**src/sv/ptts_pkg.sv**
```systemverilog
// Shared types and constants for the periodic task tick scheduler.
`timescale 1ns / 1ps
`default_nettype none
package ptts_pkg;

    localparam int SLOT_W    = 16;   // period, timer and pending width
    localparam int CMD_W     = 3;
    localparam int TIDX_W    = 8;    // width of the task_index field
    localparam int DLY_W     = 8;
    localparam int DSLOT_W   = 4;    // width of dispatch_slot

    localparam logic [SLOT_W-1:0] PEND_SAT = {SLOT_W{1'b1}};

    // Request command codes
    typedef enum logic [CMD_W-1:0] {
        CMD_TICK  = 3'd0,
        CMD_SETUP = 3'd1,
        CMD_TRIG  = 3'd2,
        CMD_DELAY = 3'd3,
        CMD_DISP  = 3'd4
    } cmd_t;

    // Operations of the shared slot unit
    typedef enum logic [2:0] {
        OP_NONE,
        OP_TICK,
        OP_SETUP,
        OP_TRIG,
        OP_DELAY,
        OP_CLEAR
    } op_t;

    // Operands handed to the slot unit for one slot
    typedef struct packed {
        op_t               op;
        logic [SLOT_W-1:0] period;
        logic [SLOT_W-1:0] timer;
        logic [SLOT_W-1:0] pending;
        logic [SLOT_W-1:0] arg_period;
        logic [SLOT_W-1:0] arg_start;
        logic [DLY_W-1:0]  arg_delay;
    } unit_req_t;

    // Write-back and status from the slot unit
    typedef struct packed {
        logic              wr_period;
        logic              wr_timer;
        logic              wr_pending;
        logic              limit_hit;
        logic              found;
        logic [SLOT_W-1:0] period;
        logic [SLOT_W-1:0] timer;
        logic [SLOT_W-1:0] pending;
    } unit_rsp_t;

endpackage
`default_nettype wire

```
**src/sv/periodic_task_tick_scheduler_top.sv**
```systemverilog
// Top level of the periodic task tick scheduler: slot state and sequencer.
//
// Usage: a request (cmd, task_index, period, start_time, delay) is taken at
// a rising edge where start is high and busy is low. Exactly one result
// (overrun, dispatch_valid, dispatch_slot) follows, shown for one cycle with
// done high; the receiver cannot hold it off. Result fields are zero outside
// the done cycle and zero for commands that do not produce them.
// Sequencing: a tick or dispatch walks the slots one per cycle through the
// shared slot unit while busy is high (a tick stops at the first slot that
// reaches the pending limit, a dispatch at the first pending slot); setup,
// trigger, delay and unused codes are handled in the ST_ONE state.
// done rises in the cycle after the last busy cycle, in which busy is low
// again and the next request may already be taken.
// Reset clears every slot's period, timer and pending count (all slots
// aperiodic and idle) and drops busy and done.
`timescale 1ns / 1ps
`default_nettype none
module periodic_task_tick_scheduler_top #(
    parameter int TASKS         = 8,
    parameter int PENDING_LIMIT = 10
) (
    input  wire logic                           clk,
    input  wire logic                           rst_n,
    input  wire logic                           start,
    output logic                                busy,
    input  wire logic [ptts_pkg::CMD_W-1:0]     cmd,
    input  wire logic [ptts_pkg::TIDX_W-1:0]    task_index,
    input  wire logic [ptts_pkg::SLOT_W-1:0]    period,
    input  wire logic [ptts_pkg::SLOT_W-1:0]    start_time,
    input  wire logic [ptts_pkg::DLY_W-1:0]     delay,
    output logic                                done,
    output logic                                overrun,
    output logic                                dispatch_valid,
    output logic [ptts_pkg::DSLOT_W-1:0]        dispatch_slot
);
    import ptts_pkg::*;

    localparam int            IW   = (TASKS > 1) ? $clog2(TASKS) : 1;
    localparam logic [IW-1:0] LAST = IW'(TASKS - 1);

    typedef enum logic [1:0] {
        ST_IDLE,
        ST_TICK,
        ST_DISP,
        ST_ONE
    } state_t;

    state_t            state_reg;
    logic [IW-1:0]     idx_reg;
    logic              ok_reg;
    logic [CMD_W-1:0]  cmd_reg;
    logic [SLOT_W-1:0] arg_period_reg;
    logic [SLOT_W-1:0] arg_start_reg;
    logic [DLY_W-1:0]  arg_delay_reg;
    logic              done_reg;
    logic              overrun_reg;
    logic              dvalid_reg;
    logic [DSLOT_W-1:0] dslot_reg;

    logic [SLOT_W-1:0] slot_period_reg  [TASKS];
    logic [SLOT_W-1:0] slot_timer_reg   [TASKS];
    logic [SLOT_W-1:0] slot_pending_reg [TASKS];

    logic      accept;
    logic      wr_en;
    op_t       op;
    unit_req_t req;
    unit_rsp_t rsp;

    assign accept = start && !busy;
    assign busy   = (state_reg != ST_IDLE);

    // Operation for the current sequencer step
    always_comb
    begin
        op = OP_NONE;
        case (state_reg)
            ST_TICK: op = OP_TICK;
            ST_DISP: op = OP_CLEAR;
            ST_ONE:
            begin
                case (cmd_reg)
                    CMD_SETUP: op = OP_SETUP;
                    CMD_TRIG:  op = OP_TRIG;
                    CMD_DELAY: op = OP_DELAY;
                    default:   op = OP_NONE;
                endcase
            end
            default: op = OP_NONE;
        endcase
    end

    assign wr_en = (state_reg == ST_TICK) || (state_reg == ST_DISP)
                || ((state_reg == ST_ONE) && ok_reg);

    // Slot read for the shared unit
    always_comb
    begin
        req            = '0;
        req.op         = op;
        req.period     = slot_period_reg[idx_reg];
        req.timer      = slot_timer_reg[idx_reg];
        req.pending    = slot_pending_reg[idx_reg];
        req.arg_period = arg_period_reg;
        req.arg_start  = arg_start_reg;
        req.arg_delay  = arg_delay_reg;
    end

    ptts_slot_unit #(
        .PENDING_LIMIT (PENDING_LIMIT)
    ) u_unit (
        .req (req),
        .rsp (rsp)
    );

    // Slot state write-back
    always_ff @(posedge clk or negedge rst_n)
    begin
        if (!rst_n)
        begin
            for (int i = 0; i < TASKS; i++)
            begin
                slot_period_reg[i]  <= '0;
                slot_timer_reg[i]   <= '0;
                slot_pending_reg[i] <= '0;
            end
        end
        else if (wr_en)
        begin
            if (rsp.wr_period)
                slot_period_reg[idx_reg] <= rsp.period;
            if (rsp.wr_timer)
                slot_timer_reg[idx_reg] <= rsp.timer;
            if (rsp.wr_pending)
                slot_pending_reg[idx_reg] <= rsp.pending;
        end
    end

    // Request latch, sequencer and registered results
    always_ff @(posedge clk or negedge rst_n)
    begin
        if (!rst_n)
        begin
            state_reg      <= ST_IDLE;
            idx_reg        <= '0;
            ok_reg         <= 1'b0;
            cmd_reg        <= '0;
            arg_period_reg <= '0;
            arg_start_reg  <= '0;
            arg_delay_reg  <= '0;
            done_reg       <= 1'b0;
            overrun_reg    <= 1'b0;
            dvalid_reg     <= 1'b0;
            dslot_reg      <= '0;
        end
        else
        begin
            done_reg    <= 1'b0;
            overrun_reg <= 1'b0;
            dvalid_reg  <= 1'b0;
            dslot_reg   <= '0;
            case (state_reg)
                ST_IDLE:
                begin
                    if (accept)
                    begin
                        cmd_reg        <= cmd;
                        arg_period_reg <= period;
                        arg_start_reg  <= start_time;
                        arg_delay_reg  <= delay;
                        ok_reg         <= (task_index < TIDX_W'(TASKS));
                        case (cmd)
                            CMD_TICK:
                            begin
                                idx_reg   <= '0;
                                state_reg <= ST_TICK;
                            end
                            CMD_DISP:
                            begin
                                idx_reg   <= '0;
                                state_reg <= ST_DISP;
                            end
                            default:
                            begin
                                idx_reg   <= task_index[IW-1:0];
                                state_reg <= ST_ONE;
                            end
                        endcase
                    end
                end
                ST_TICK:
                begin
                    if (rsp.limit_hit || (idx_reg == LAST))
                    begin
                        done_reg    <= 1'b1;
                        overrun_reg <= rsp.limit_hit;
                        state_reg   <= ST_IDLE;
                    end
                    else
                        idx_reg <= idx_reg + 1'b1;
                end
                ST_DISP:
                begin
                    if (rsp.found || (idx_reg == LAST))
                    begin
                        done_reg   <= 1'b1;
                        dvalid_reg <= rsp.found;
                        dslot_reg  <= rsp.found ? DSLOT_W'(idx_reg) : '0;
                        state_reg  <= ST_IDLE;
                    end
                    else
                        idx_reg <= idx_reg + 1'b1;
                end
                ST_ONE:
                begin
                    done_reg  <= 1'b1;
                    state_reg <= ST_IDLE;
                end
                default:
                begin
                    state_reg <= ST_IDLE;
                end
            endcase
        end
    end

    assign done           = done_reg;
    assign overrun        = overrun_reg;
    assign dispatch_valid = dvalid_reg;
    assign dispatch_slot  = dslot_reg;

endmodule
`default_nettype wire

```
**src/sv/ptts_slot_unit.sv**
```systemverilog
// Shared slot update unit: setup, timer advance, pending bump, delay and dispatch clear.
`timescale 1ns / 1ps
`default_nettype none
module ptts_slot_unit #(
    parameter int PENDING_LIMIT = 10
) (
    input  ptts_pkg::unit_req_t req,
    output ptts_pkg::unit_rsp_t rsp
);
    import ptts_pkg::*;

    localparam logic [SLOT_W:0] LIMIT_X = (SLOT_W+1)'(PENDING_LIMIT);

    logic [SLOT_W-1:0] timer_inc;
    logic              fire;
    logic [SLOT_W-1:0] pend_sat;
    logic [SLOT_W:0]   pend_plus;
    logic [SLOT_W-1:0] pend_capped;
    logic [SLOT_W-1:0] delay_x;

    // Arithmetic shared between the operations
    assign timer_inc   = req.timer + 1'b1;
    assign fire        = (timer_inc >= req.period);
    assign pend_sat    = (req.pending == PEND_SAT) ? req.pending : req.pending + 1'b1;
    assign pend_plus   = {1'b0, req.pending} + 1'b1;
    assign pend_capped = (pend_plus >= LIMIT_X) ? LIMIT_X[SLOT_W-1:0]
                                                : pend_plus[SLOT_W-1:0];
    assign delay_x     = SLOT_W'(req.arg_delay);

    // Operation select
    always_comb
    begin
        rsp            = '0;
        rsp.period     = req.period;
        rsp.timer      = req.timer;
        rsp.pending    = req.pending;
        case (req.op)
            OP_TICK:
            begin
                if (req.period != '0)
                begin
                    rsp.wr_timer = 1'b1;
                    rsp.timer    = fire ? '0 : timer_inc;
                    if (fire)
                    begin
                        rsp.wr_pending = 1'b1;
                        rsp.pending    = pend_sat;
                        rsp.limit_hit  = ((SLOT_W+1)'(pend_sat) >= LIMIT_X);
                    end
                end
            end
            OP_SETUP:
            begin
                rsp.wr_period = 1'b1;
                rsp.wr_timer  = 1'b1;
                rsp.period    = req.arg_period;
                rsp.timer     = req.arg_start;
            end
            OP_TRIG:
            begin
                if (req.period == '0)
                begin
                    rsp.wr_pending = 1'b1;
                    rsp.pending    = pend_capped;
                end
            end
            OP_DELAY:
            begin
                if (req.arg_delay == '0)
                begin
                    rsp.wr_pending = 1'b1;
                    rsp.pending    = pend_capped;
                end
                else if (delay_x <= req.period)
                begin
                    rsp.wr_timer = 1'b1;
                    rsp.timer    = req.period - delay_x;
                end
            end
            OP_CLEAR:
            begin
                if (req.pending != '0)
                begin
                    rsp.found      = 1'b1;
                    rsp.wr_pending = 1'b1;
                    rsp.pending    = '0;
                end
            end
            default:
            begin
                rsp.wr_period = 1'b0;
            end
        endcase
    end

endmodule
`default_nettype wire

```
**config.mk**
```make
export PLATFORM = sky130hd
export DESIGN_NAME = periodic_task_tick_scheduler_top
export DESIGN_NICKNAME = d
export VERILOG_FILES = /design/src/sv/ptts_pkg.sv /design/src/sv/periodic_task_tick_scheduler_top.sv /design/src/sv/ptts_slot_unit.sv
export SDC_FILE = /design/constraint.sdc
export NUM_CORES = 1
export LEC_CHECK = 0
export BUFFER_PORTS_ARGS = -buffer_cell sky130_fd_sc_hd__buf_2
export CORE_ASPECT_RATIO = 0.7
export CORE_MARGIN = 3
export CORE_UTILIZATION = 68
export DETAILED_ROUTE_END_ITERATION = 6
export GPL_ROUTABILITY_DRIVEN = 0
export PLACE_DENSITY = 0.86
export SYNTH_ARGS = -nofsm -noshare
export SYNTH_HDL_FRONTEND = slang
export SYNTH_SLANG_ARGS = --single-unit
```
**constraint.sdc**
```tcl
create_clock -name clk -period 15.9 [get_ports clk]
set_input_delay 3.18 -clock clk [delete_from_list [all_inputs] [get_ports clk]]
set_output_delay 3.18 -clock clk [all_outputs]
set_load 0.02 [all_outputs]
```
Yosys cells after proc, flatten, opt, wreduce, memory -nomap -nowiden --
Cells that the tools add are included.
Storage, ports and cells: register bits 440, logic and storage cells 151, input bits 54, output and inout port bits 8
Operators by class: bitwise logic cells 1, muxes and demuxes 61, equal/unequal tests 19, reduce and logical (&&, ||, !) cells 23, order comparisons 7, add/sub/neg operators 5
Operator list (count):
- $bwmux 128 | 3
- $mux 16 | 17
- $bmux 16 s3 | 3
- $pmux 16 s4 | 1
- $demux 16 s3 | 1
- $pmux 16 s3 | 1
- $add 16x1->16 const B | 2
- $mux 32 | 1
- $reduce_bool 16->1 | 2
- $pmux 3 s3 | 3
- $mux 3 | 8
- $add 16x1->17 const B | 1
- $ge 17x4->1 const B | 1
- $eq 16x16->1 const B | 1
- $ge 16x16->1 | 1
- $ge 16x4->1 const B | 1
- $le 8x16->1 | 1
- $logic_not 16->1 | 1
- $sub 16x8->16 | 1
- $mux 1 | 14
- $eq 3x2->1 const B | 4
- $eq 3x3->1 const B | 4
- $logic_not 8->1 | 1
- $lt 8x4->1 const B | 1
- other kinds (25) | 42

Depth between registers and ports, before layout --
depth in word-level cells 13, mapped depth 28, depth with buffers taken out 19

Modules after synthesis --
Synthesis repeated with hierarchy kept, for this count alone.
Second synthesis, totals: cells, all modules 1653, area total of the unflattened synthesis 22803.1 um^2
By module, submodules not included:
- periodic_task_tick_scheduler_top | area each 19683.9 um^2, sequential area each 10985.5 um^2, cells each 1171, times used 1
- ptts_slot_unit | area each 3119.2 um^2, sequential area each 0.0 um^2, cells each 482, times used 1

Least setup slack after synthesis --
No wires, ideal clock.
path type register to register, start point register idx_reg[2], end point register slot_pending_reg[115] in the netlist's numbering, data required time 15.775 ns, setup slack 10.210 ns, data arrival time 5.565 ns, setup time 0.125 ns, period minus slack after synthesis 5.690 ns, path buffers 7, stages on the path, launching flop included 27, cells stage by stage dfrtp_1 -> buf_4 -> buf_6 -> buf_4 -> buf_6 -> buf_2 -> and3_1 -> a211oi_1 -> o22ai_2 -> ha_1 -> or4b_1 -> clkbuf_1 -> nor4_2 -> nand2_1 -> xnor2_1 -> ha_1 -> nand4_1 -> or2_2 -> a21oi_1 -> a21oi_1 -> and2_1 -> a21oi_1 -> buf_2 -> nand4_1 -> a22oi_1 -> nand3_1 -> mux2_4
On the way: word-level cells in the longest chain between the ends 10, elaborated cells on any way between the ends 39, those cells by class 3 x add/sub; 4 x order compare; 1 x eq/ne; 25 x mux; 1 x bitwise; 5 x reduce/logical
Ends and longest elaborated chain:
- start, declared | RTL line periodic_task_tick_scheduler_top.sv:49 | logic [IW-1:0] idx_reg;
- start signal, assigned | RTL line periodic_task_tick_scheduler_top.sv:185 | idx_reg <= task_index[IW-1:0];
- start signal, assigned | RTL line periodic_task_tick_scheduler_top.sv:200 | idx_reg <= idx_reg + 1'b1;
- start signal, assigned | RTL line periodic_task_tick_scheduler_top.sv:212 | idx_reg <= idx_reg + 1'b1;
- $not 3->4 (not written as such) *
- $bmux 16 s3, on equally long branches | RTL line periodic_task_tick_scheduler_top.sv:103, periodic_task_tick_scheduler_top.sv:102
- $mux 16, on equally long branches (2 in a row) | RTL line periodic_task_tick_scheduler_top.sv:103, periodic_task_tick_scheduler_top.sv:102
- $add 16x1->17, or another cell as far along | RTL line ptts_slot_unit.sv:25 | assign pend_plus = {1'b0, req.pending} + 1'b1;
- $ge 17x4->1, or another cell as far along | RTL line ptts_slot_unit.sv:26 | assign pend_capped = (pend_plus >= LIMIT_X) ? LIMIT_X[SLOT_W-1:0]
- $mux 16, or another cell as far along | RTL line ptts_slot_unit.sv:26
- $mux 16, or another cell as far along | RTL line ptts_slot_unit.sv:69 | if (req.arg_delay == '0)
- $pmux 16 s4 / $pmux 1 s4 (equally long branches) | RTL line ptts_slot_unit.sv:37 | case (req.op)
- $bwmux 128 / $reduce_and 2->1 (equally long branches)
- end signal, assigned by index | RTL line periodic_task_tick_scheduler_top.sv:135 | slot_pending_reg[idx_reg] <= rsp.pending;
- end, declared | RTL line periodic_task_tick_scheduler_top.sv:62 | logic [SLOT_W-1:0] slot_pending_reg [TASKS];
Every way passes the cells marked *; elsewhere a longest branch is shown, timed or not. The select of a mux whose other input is x is not followed. A chain may end at the register's enable or synchronous reset.

Worst setup path in the final report --
start point register idx_reg[0], end point register slot_pending_reg[51] in the netlist's numbering
Same word-level chain as after synthesis.

==> results.ini <==
[clock_tree]
cts_buffers = 41
cts_resized = 0
post-cts-setup-buffer-count = 0
clock-root-buffer = clkbuf_16
cts_tree = yes
insertion_delay_ns = 0.57
clock_sinks = 439
htree_num_levels = 2
path_clk_slew_ns = 0.07
postCtsHoldBufs = 0
cts_buffer_depth = 3

[routing]
vias = 17200
drc_errors = 2
wirelength_mm = 63.0
wl_met2_mm = 27.0
wl_met3_mm = 8.44
drt-pass1-iter-count = 7
ant_nets = 0
highest_layer = met5
via_per_inst = 7.17
wl_met1_mm = 25.4
wire_per_inst_um = 26.2
drt_iter0_drc = 2560

[die]
num_rows = 55
start_util = 0.700
dieArea_um2 = 36100
die_w_um = 226
core_um2 = 32800
pin_count = 62
die_h_um = 160

[power_and_ir_drop]
internal_power_mw = 2.90
sw_frac_of_total = 0.436
ir_drop_mv = 0.127
clock_power_share = 0.201
leakage_nw = 11.6
power_frac_comb = 0.472
p_per_area_nw_per_um2 = 207
power_switching_mw = 2.24
total_power_mw = 5.14
pwr-share-seq = 0.327

[placed_design]
io_buffers = 60
dp_slack_ns = 7.84
dp_hpwl_mm = 40.6

[logic_synthesis]
synth.mux.area_fraction = 0.236
yosysTopAreaCell = dfrtp_1
async_flop_share = 1.00
synth_nets = 2007
synthDistinctLibCells = 105
yosys_warnings = 0
synthTopCellsByArea = dfrtp_1 48%, mux2_2 14%, mux4_2 4.5%
synth.avg_cell_area_um2 = 12.0
synthAdderAreaFrac = 0.0199
syn_area_um2 = 23000
yosys.area_share.xor_xnor = 0.0118
synth_top_family_by_area = multiplexers
synth_compound_area_frac = 0.120
yosysSeqAreaShare = 0.478
synth_top_area_frac = 0.478
ys_dominant_reg_cell = dfrtp_1
synthSimpleGateAreaFrac = 0.0976
ys_ff_latch = 439
synth-edff-count = 0
syn_inst = 1917

[setup_path]
reg2regPathDepth = 19
critical_path_arrival_ns = 8.98
rr_endpoint = slot_pending_reg[51]$_DFFE_PN0P_
critPathMaxFanout = 53
crit_path_frequent_cell = a21oi_1
critPathRequiredTime_ns = 16.34
critical_path.top_delay_family = simple AND/OR/NAND/NOR gates
endpoint_kind = flop
criticalPathCategory = flop to flop
path_cells = buf_4, clkinv_1, buf_4, mux2i_1, or2_2, nor4_2, nand2_1, xnor2_1, ha_1, nand4_1, or2_2, a21oi_1, a21oi_1, and2_1, a21oi_1, nand4_1, a22oi_1, nand3_1, mux2_2
rrSetupSlack_ns = 7.36
worst-path-buf-inv = 3
cpPeakStageDelay_ns = 0.82
worstReg2RegStart = idx_reg[0]$_DFFE_PN0P_
crit_slowest_cell = clkinv_1
startpoint_type = flop

[hold_path]
hp-start = slot_period_reg[21]$_DFFE_PN0P_
hold_path_depth = 1
hold_path_class = flop to flop
hold_path_end = slot_period_reg[21]$_DFFE_PN0P_

[sta]
rsz0062_at_grt = false
hold_slack_ns = 0.502
fin_crit_sh = 0.537
slew_violations = 0
tightest_slew_ns = 1.15
slew-limit-headroom = 0.235
fmax_mhz = 117
fin_setup_tns_ns = 0
hold_violations = 0
setup_slack_ns = 7.36
finalCriticalPeriod_ns = 8.54
setup-violations-final = 0
skew_ns = 0.0259

[final_layout]
seq_area_um2 = 11000
fin_nets = 2035
fill_cells = 1982
drive_above_1_share = 0.307
layout_commonest_cell = dfrtp_1
layout_common_cells = 436 x dfrtp_1, 279 x mux2_2, 183 x nor2_1
n_antenna_cell = 0
syn_to_final_growth_pct = 8.11
multiInputGateArea_um2 = 11200
final_util = 0.757

[grt]
grt_pass1_vias = 17100
grt_start_max_net_pins = 119
antenna_found_initial = 1
grt_use_total = 0.350
grt-ovfl-total = 0
grt_pass1_wl_mm = 98.1

[run_status]
status = finished, violations left
failed_checks = DRC

[flow_run]
maxCapViolations = 0

[power by group through the flow]
stage                     Clock (mW)  Sequential (mW)  Combinational [mW]
after floorplan                    0             1.55                1.79
final                           1.03             1.68                2.43
after global routing            1.08             1.72                2.57
after detailed placement           0             1.68                2.31
after global placement             0             1.66                2.23
after CTS                       1.04             1.67                2.33
[Yosys cell counts (all sizes together), types with 10 or more instances]
cell type  instances
a211oi            14
a21oi            177
a221o             13
a221oi            27
a22oi             13
a31oi             11
and2              13
and3              21
buf               56
clkbuf            53
dfrtp            439
ha                35
inv               36
mux2             330
mux2i             42
mux4              48
nand2             76
nand2b            11
nand3             22
nand4             13
nor2             189
nor2b             11
nor3              28
nor4              12
o21ai             52
o22ai             10
xnor2             21
xor2              10
[worst reg2reg max path: stages, from the launching register on]
cell      delay [ns]
dfrtp_2         0.75
buf_4           0.75
clkinv_1        0.84
buf_4           0.54
mux2i_1         0.29
or2_2           0.38
nor4_2          0.73
nand2_1         0.14
xnor2_1         0.17
ha_1            0.32
nand4_1         0.11
or2_2           0.30
a21oi_1         0.17
a21oi_1         0.18
and2_1          0.22
a21oi_1         0.82
nand4_1         0.68
a22oi_1         0.38
nand3_1         0.28
mux2_2          0.36
[metrics by stage]
stage / instance area, um2 / std cells
6_report: 24900 / 2402
3_3_place_gp: 23500 / 2329
3_5_place_dp: 23500 / 2329
4_1_cts: 24900 / 2402
5_1_grt: 24900 / 2402
2_1_floorplan: 23000 / 1917
[cells by family (layout without fill, tap and decap cells)]
| kind of cell | after synthesis | after routing |
|---|---|---|
| AOI/OAI and AO/OA | 408 | 408 |
| xor gates and xnor gates | 31 | 31 |
| adders and majority gates | 36 | 36 |
| buffers and inverters | 147 | 205 |
| DFF | 439 | 439 |
| muxes | 420 | 420 |
| other | 1 | 1 |
| and+or+nand+nor | 435 | 435 |
[metal layers]
metal  GRT usage  up-vias
li1            -     7173
met1       0.518     8575
met2       0.504     1227
met3       0.104      241
met4       0.104        2
met5           0        -
[cell type report]
| cell class | count | share of cell area |
|---|---|---|
| tap | 427 | 0.0215 |
| sequential | 439 | 0.442 |
| multi-input combinational | 1331 | 0.451 |
| inverter | 38 | 0.00574 |
| clock inverter | 11 | 0.00564 |
| timing repair buffer | 94 | 0.0233 |
| clock buffer | 62 | 0.0502 |
[worst max path at each step]
stage,startpoint,to,slack (ns),cells after the start
after floorplan,idx_reg[2]$_DFFE_PN0P_,slot_pending_reg[115]$_DFFE_PN0P_,10.21,26
final,idx_reg[0]$_DFFE_PN0P_,slot_pending_reg[51]$_DFFE_PN0P_,7.36,19
after detailed placement,idx_reg[0]$_DFFE_PN0P_,slot_pending_reg[51]$_DFFE_PN0P_,7.84,19
after global routing,idx_reg[0]$_DFFE_PN0P_,slot_pending_reg[51]$_DFFE_PN0P_,7.11,19
after CTS,idx_reg[0]$_DFFE_PN0P_,slot_pending_reg[51]$_DFFE_PN0P_,7.82,19
after global placement,idx_reg[0]$_DFFE_PN0P_,slot_pending_reg[115]$_DFFE_PN0P_,8.18,20
Power figures use the tool's default switching activity.
